`src/hdl/pci_config_space_access_top_defines.svh`:
```
// assertion macros for the configuration access block
`ifndef PCI_CONFIG_SPACE_ACCESS_TOP_DEFINES_SVH
`define PCI_CONFIG_SPACE_ACCESS_TOP_DEFINES_SVH

// clocked assertion, masked while reset is asserted
`define PCSA_ASSERT(lbl, prop, msg) \
  lbl: assert property (@(posedge clk) disable iff (!rst_n) prop) else $error(msg);

// clocked assertion that also holds during reset
`define PCSA_ASSERT_ALWAYS(lbl, prop, msg) \
  lbl: assert property (@(posedge clk) prop) else $error(msg);

`endif

```
`src/hdl/pcsa_pkg.sv`:
```
// shared types, codes and helper functions for the configuration access block
package pcsa_pkg;

  localparam int SLOT_W = 5;
  localparam int WORD_W = 6;
  localparam int LIN_W  = 11;

  localparam logic [1:0] OP_ADDR  = 2'd0;
  localparam logic [1:0] OP_READ  = 2'd1;
  localparam logic [1:0] OP_WRITE = 2'd2;

  localparam logic [31:0] PRESENT_RESET = 32'h0000_4800;
  localparam logic [31:0] NO_DEVICE     = 32'hFFFF_FFFF;

  typedef struct packed {
    logic hit;    // enabled, decodable and present target
    logic wr_ok;  // hit and not a read-only word
  } dec_t;

  function automatic logic [31:0] byte_rev(input logic [31:0] v);
    byte_rev = {v[7:0], v[15:8], v[23:16], v[31:24]};
  endfunction

  // reset contents of the store, zero where no device word is preset
  function automatic logic [31:0] preset_word(input logic [SLOT_W-1:0] slot,
                                              input logic [WORD_W-1:0] word);
    logic [31:0] v;
    v = 32'h0;
    if (slot == 5'd14) begin
      case (word)
        6'd0:    v = 32'h0001_1000;
        6'd1:    v = 32'h0280_0006;
        6'd2:    v = 32'h0100_0001;
        6'd4:    v = 32'hC000_0001;
        6'd5:    v = 32'hC100_0000;
        6'd15:   v = 32'h0000_0100;
        default: v = 32'h0;
      endcase
    end else if (slot == 5'd11) begin
      case (word)
        6'd0:    v = 32'h1786_11DB;
        6'd1:    v = 32'h0280_0000;
        6'd2:    v = 32'h0300_0001;
        default: v = 32'h0;
      endcase
    end
    preset_word = v;
  endfunction

endpackage

```
`src/hdl/pcsa_decode.sv`:
```
// decode of the latched config address into a hit flag and a store address
module pcsa_decode #(
  parameter int DEVICE_SLOTS     = 32,
  parameter int WORDS_PER_DEVICE = 64,
  parameter int ADDR_W           = 11
) (
  input  logic [31:0]       latch,
  input  logic [31:0]       present_mask,
  output pcsa_pkg::dec_t    dec,
  output logic [ADDR_W-1:0] addr
);
  import pcsa_pkg::*;

  localparam logic [SLOT_W:0] SLOTS_L = (SLOT_W + 1)'(DEVICE_SLOTS);
  localparam logic [WORD_W:0] WORDS_L = (WORD_W + 1)'(WORDS_PER_DEVICE);

  logic [SLOT_W-1:0] slot;
  logic [WORD_W-1:0] word;
  logic [LIN_W-1:0]  lin;
  logic              hit;

  assign slot = latch[15:11];
  assign word = latch[7:2];

  assign hit = latch[31] && (latch[23:16] == 8'h00) && (latch[10:8] == 3'd0) &&
               ({1'b0, slot} < SLOTS_L) && present_mask[slot] &&
               ({1'b0, word} < WORDS_L);

  assign dec.hit   = hit;
  // ids and class words are read-only
  assign dec.wr_ok = hit && (word != 6'd0) && (word != 6'd2);

  assign lin  = LIN_W'(slot) * LIN_W'(WORDS_PER_DEVICE) + LIN_W'(word);
  assign addr = lin[ADDR_W-1:0];

endmodule

```
`config.mk`:
```
export PLATFORM = sky130hd
export DESIGN_NAME = pcsa_decode
export DESIGN_NICKNAME = d
export VERILOG_FILES = /design/src/hdl/pci_config_space_access_top_defines.svh /design/src/hdl/pcsa_pkg.sv /design/src/hdl/pcsa_decode.sv
export SDC_FILE = /design/constraint.sdc
export NUM_CORES = 1
export LEC_CHECK = 0
export BUFFER_PORTS_ARGS = -buffer_cell sky130_fd_sc_hd__clkbuf_2
export CAP_MARGIN = 40
export CORE_UTILIZATION = 30
export DETAILED_ROUTE_END_ITERATION = 8
export GPL_TIMING_DRIVEN = 0
export PLACE_DENSITY = 0.85
export SYNTH_ARGS = -nofsm -noshare
export SYNTH_HDL_FRONTEND = slang
export SYNTH_SLANG_ARGS = --single-unit
```
`constraint.sdc`:
```
create_clock -name vclk -period 2.3
set_clock_uncertainty 0.1 [all_clocks]
set_input_delay 0.23 -clock vclk [all_inputs]
set_output_delay 0.23 -clock vclk [all_outputs]
set_load 0.005 [all_outputs]
```
# Word-level counts from Yosys, hierarchy flattened
# Index checks and enable logic that the tools add are counted.
# totals
output_inout_bits	13
word_cells	13
in_bits	64
register_bits	0
# classes
n_addsub	1
n_eq_ne	1
reduce_logical	8
muxes	2
n_lt_le_gt_ge	1
# op_table
operator	n
11-bit by 6-bit adder with 11-bit output	1
8-bit zero test	1
5-bit by 6-bit less-than comparator with 1-bit output (second input constant)	1
6-bit by 2-bit != test with 1-bit output (second input constant)	1
6-bit nonzero test	1
1-bit binary-select mux with 5-bit select	1
1-bit logical AND	5
3-bit zero test	1
1-bit two-way mux	1

# Logic depth before layout (Yosys ltp)
# Gate-level depths: netlist of the first run.
# logic_depth
ltp_word	6
ltp_mapped	7
mapped_depth_nobuf	4

# Least setup slack after synthesis of the first run
# Ideal clock, no wire load.
# synth_path
path_kind	input-to-output
from	input port latch[12]
to	output port dec[1] in the netlist's numbering
path_buffers	3
stages	7
required_time_ns	1.970
setup_slack_ns	0.350
arrival_ns	1.620
path_cell_list	buf_6 > buf_12 > mux2i_1 > mux4_2 > a22o_1 > nor4b_2 > buf_4
# synth_via
elab_chain_cells	3
# synth_lines
element	line_no	source
start: declaration	pcsa_decode.sv:7	input logic [31:0] latch,
1-bit binary-select mux with 5-bit select	pcsa_decode.sv:26	({1'b0, slot} < SLOTS_L) && present_mask[slot] &&
1-bit two-way mux (not written as such)	pcsa_decode.sv:26	
1-bit logical AND	pcsa_decode.sv:26	
end: declaration	pcsa_decode.sv:9	output pcsa_pkg::dec_t dec,
# No other way between the ends. The select of a mux whose other input is x is not followed.

# Worst setup path after layout of the first run
# Ends and elaborated chain as after synthesis.

==> reports/metrics.csv, run 1 <==
metric,value,unit
clock buffer count in the final layout,0,
outcome,"finished, final reports clean",
die area,1740,sq um
slew margin rel.,85.1,%
Final Instance Area,822,sq um
hold buffers post-CTS,0,
RD Place Congestion,0.630,
synthesized area per cell,10.5,sq um
number of global-route vias before repair,542,
area delta synth->final,73.8,%
Die Span X,41.7,um
share of the synthesized area in the top cell type,27.5,%
Post-CTS Resized,0,
Fin. Hold Viols,0,
crit path kind,in2out,
Least-Margin Pin Slew,221,ps
combinational share of power,100.0,%
clock power share,0,%
hold path cells,2,
I/O Pins,77,
Synthesized Nets,109,
Yosys cell types,17,
Tightest Hold Check Type,in2out,
top post-synthesis cells by area,"mux2i_1 28%, buf_4 19%, mux4_2 14%",
gr usage total,14.2,%
leading area contributor after synthesis,mux2i_1,
Final setup viols,0,
Period minus WS final,2120,ps
HP Start,latch[3],
placed cell area,822,sq um
hpwl dp,1.21,mm
Int Pwr,84.7,uW
overall power,126,uW
routed wire length,1.28,mm
area of the core,1380,sq um
"commonest non-fill, non-tap cell in the layout",clkbuf_2,
Fillers,132,
FFs & Latches,0,
post-route setup slack,180,ps
Reg area,0,sq um
ant diodes,0,
Vias,617,
first-pass GRT wire length,2.06,mm
Setup TNS,0,ps
row count,13,
sequential share of power,0,%
pin count of the biggest net entering global routing,11,
Worst VDD drop,0.0000773,V
Post-Synthesis Cells,45,
Post-route DRC,0,
achievable frequency,472,MHz
static leakage,0.500,nW
most frequent cells in the layout,"66 x clkbuf_2, 13 x mux2i_1, 12 x buf_4",
sequential element share of the synthesized area,0,%
element type at the critical path end,output pin,
Antenna Nets Post-Route,0,
Crit path arrival time,1790,ps
First-pass DRT Iterations,2,
Syn Std Cell Area,473,sq um
CP required,1970,ps
Hold Path Sink,addr[1],
startpoint types,input port,
maxcap violations,0,
total global routing overflow,0,
layout cells sized above 1,76.6,%
Sw Pwr,41.6,uW
fin nets,177,
Avg WL per Cell,10.2,um
post-CTS setup buffer count,0,
pre-CTS setup slack,170,ps
count of input and output buffers,66,
post-route clock period utilization,92.2,%
Yosys warnings,0,
Pwr Density,154,nW/um^2
Pins Over Slew Limit,0,
Die Height,41.7,um
Initial Util,34.2,%
initial antenna violation count,0,
Worst Path Max Fanout,10,
Sw Share,32.9,%
vias per std cell,4.90,
DR iter-0 viols,1,
RSZ-0062 raised after global routing,false,
[critical path, cell delays in order]
cell      delay [ps]
buf_6            110
buf_12           140
mux2i_1          110
mux4_2           480
a22o_1           230
nor4b_2          250
buf_4            140
clkbuf_2         100
[power by group through the flow]
stage               Clock, mW  Combinational [mW]  Sequential (mW)
floorplan                   0              0.0646                0
global placement            0               0.124                0
detailed placement          0               0.128                0
CTS                         0               0.128                0
global route                0               0.138                0
finish                      0               0.126                0
[logic make-up after synthesis]
kind of cell	Yosys count	synth area share (%)
muxes	18	52.9
buffers and inverters	14	25.7
and+or+nand+nor	11	18.5
AOI/OAI and AO/OA	2	2.91
[stage by stage]
| step | util (%) | hold WS [ps] | std cells |
|---|---|---|---|
| global placement | 59.5 | 530 | 126 |
| floorplan | - | 441 | 45 |
| global route | 59.5 | 532 | 126 |
| detailed placement | 59.5 | 528 | 126 |
| finish | 59.5 | 527 | 126 |
| CTS | 59.5 | 528 | 126 |
[synthesized netlist by cell type]
cell type / count
mux2i_1: 13
buf_4: 12
mux4_2: 3
and3_1: 2
mux4_1: 2
nor4_1: 2
a22o_1: 1
and3b_1: 1
buf_12: 1
buf_6: 1
nor2_1: 1
nor2b_1: 1
nor4_2: 1
nor4b_1: 1
nor4b_2: 1
o21ai_0: 1
or4_1: 1
[routing by layer]
layer | track usage [%] | wire [um]
met1 | 13.6 | 426
met4 | 0 | 0
met2 | 31.3 | 679
met3 | 2.61 | 178
met5 | 0 | 0
[final cells by class]
class              instances  area, sq um  area share, %
well taps                 15         18.8           2.28
multi-input cells         31          352           42.8
plain buffers             14          121           14.8
repair buffers            66          330           40.2
[how the worst max path moves through the flow]
| stage | from | to | slack, ps |
|---|---|---|---|
| after floorplan | latch[12] | dec[1] | 350 |
| after global placement | latch[12] | dec[1] | 200 |
| after detailed placement | latch[12] | dec[1] | 170 |
| after CTS | latch[12] | dec[1] | 170 |
| after global routing | latch[12] | dec[1] | 100 |
| final | latch[12] | dec[1] | 180 |
(Power assumes the default switching activity.)
==> run 2, diff against run 1 <==
MAX_ROUTING_LAYER = met4   (was unset)
==> reports/metrics.csv, run 2 (synthesis results as in run 1) <==
metric,value,unit,change
outcome,"finished, final reports clean",,
Pins Over Slew Limit,0,,unchanged
fin nets,177,,unchanged
count of input and output buffers,66,,unchanged
most frequent cells in the layout,"66 x clkbuf_2, 13 x mux2i_1, 12 x buf_4",,
Vias,617,,unchanged
number of global-route vias before repair,542,,unchanged
hold buffers post-CTS,0,,unchanged
hpwl dp,1.21,mm,unchanged
first-pass GRT wire length,2.06,mm,unchanged
Fin. Hold Viols,0,,unchanged
post-route clock period utilization,92.2,%,unchanged
clock buffer count in the final layout,0,,unchanged
Die Span X,41.7,um,unchanged
die area,1740,sq um,unchanged
crit path kind,in2out,,
First-pass DRT Iterations,2,,unchanged
Avg WL per Cell,10.2,um,unchanged
Tightest Hold Check Type,in2out,,
maxcap violations,0,,unchanged
Pwr Density,154,nW/um^2,about the same
FFs & Latches,0,,unchanged
Die Height,41.7,um,unchanged
vias per std cell,4.90,,unchanged
layout cells sized above 1,76.6,%,unchanged
pin count of the biggest net entering global routing,11,,unchanged
overall power,126,uW,about the same
"commonest non-fill, non-tap cell in the layout",clkbuf_2,,
placed cell area,822,sq um,unchanged
area of the multi-input gates,352,sq um,unchanged
achievable frequency,472,MHz,unchanged
Period minus WS final,2120,ps,unchanged
Worst VDD drop,0.0000773,V,about the same
static leakage,0.500,nW,unchanged
post-CTS setup buffer count,0,,unchanged
Worst Path Max Fanout,10,,unchanged
element type at the critical path end,output pin,,
initial antenna violation count,0,,unchanged
Fillers,132,,unchanged
total global routing overflow,0,,unchanged
Post-route DRC,0,,unchanged
I/O Pins,77,,unchanged
routed wire length,1.28,mm,unchanged
Antenna Nets Post-Route,0,,unchanged
CP required,1970,ps,about the same
Initial Util,34.2,%,unchanged
Post-CTS Resized,0,,unchanged
Setup TNS,0,ps,unchanged
gr usage total,14.6,%,+0.39 points
area of the core,1380,sq um,unchanged
RD Place Congestion,0.635,,+0.79%
DR iter-0 viols,1,,unchanged
startpoint types,input port,,
area delta synth->final,73.8,%,unchanged
Crit path arrival time,1790,ps,about the same
Reg area,0,sq um,unchanged
Least-Margin Pin Slew,221,ps,unchanged
Final Instance Area,822,sq um,unchanged
slew margin rel.,85.1,%,unchanged
RSZ-0062 raised after global routing,false,,
row count,13,,unchanged
ant diodes,0,,unchanged
Final setup viols,0,,unchanged
==> run 2: path summary, 6_finish.rpt <==
path,start,to,slack [ps],depth (start not counted)
min,latch[3],addr[1],530,2
max,latch[12],dec[1],180,8
==> run 2: layout make-up <==
cell class / count / area share, %
plain buffers: 14 / 14.8
multi-input cells: 31 / 42.8
well taps: 15 / 2.28
repair buffers: 66 / 40.2
==> run 2: layer usage <==
| layer | share of wire (%) | vias to the layer above | track usage (%) |
|---|---|---|---|
| met5 | 0 | - | - |
| met2 | 53 | 50 | 31.3 |
| met1 | 34 | 266 | 13.9 |
| met3 | 13 | 0 | 2.17 |
| li1 | - | 301 | - |
| met4 | 0 | 0 | 0 |
==> run 2: critical path, stage by stage <==
cell and delay (ps):
buf_6 110, buf_12 140, mux2i_1 110, mux4_2 480, a22o_1 230, nor4b_2 250
buf_4 140, clkbuf_2 100
==> run 2: stage by stage <==
step / setup WS [ps] / cells / utilization [%] / hold WS [ps]
2_1_floorplan: 350 / 45 / - / 441
4_1_cts: 169 / 126 / 59.5 / 528
6_report: 180 / 126 / 59.5 / 527
5_1_grt: 96.7 / 126 / 59.5 / 532
3_5_place_dp: 170 / 126 / 59.5 / 528
3_3_place_gp: 200 / 126 / 59.5 / 530
==> run 2: where the power goes <==
group,switching (mW),leakage [nW],internal (mW)
clock network,0,0,0
logic,0.0416,0.500,0.0847
registers,0,0,0
total,0.0416,0.500,0.0847
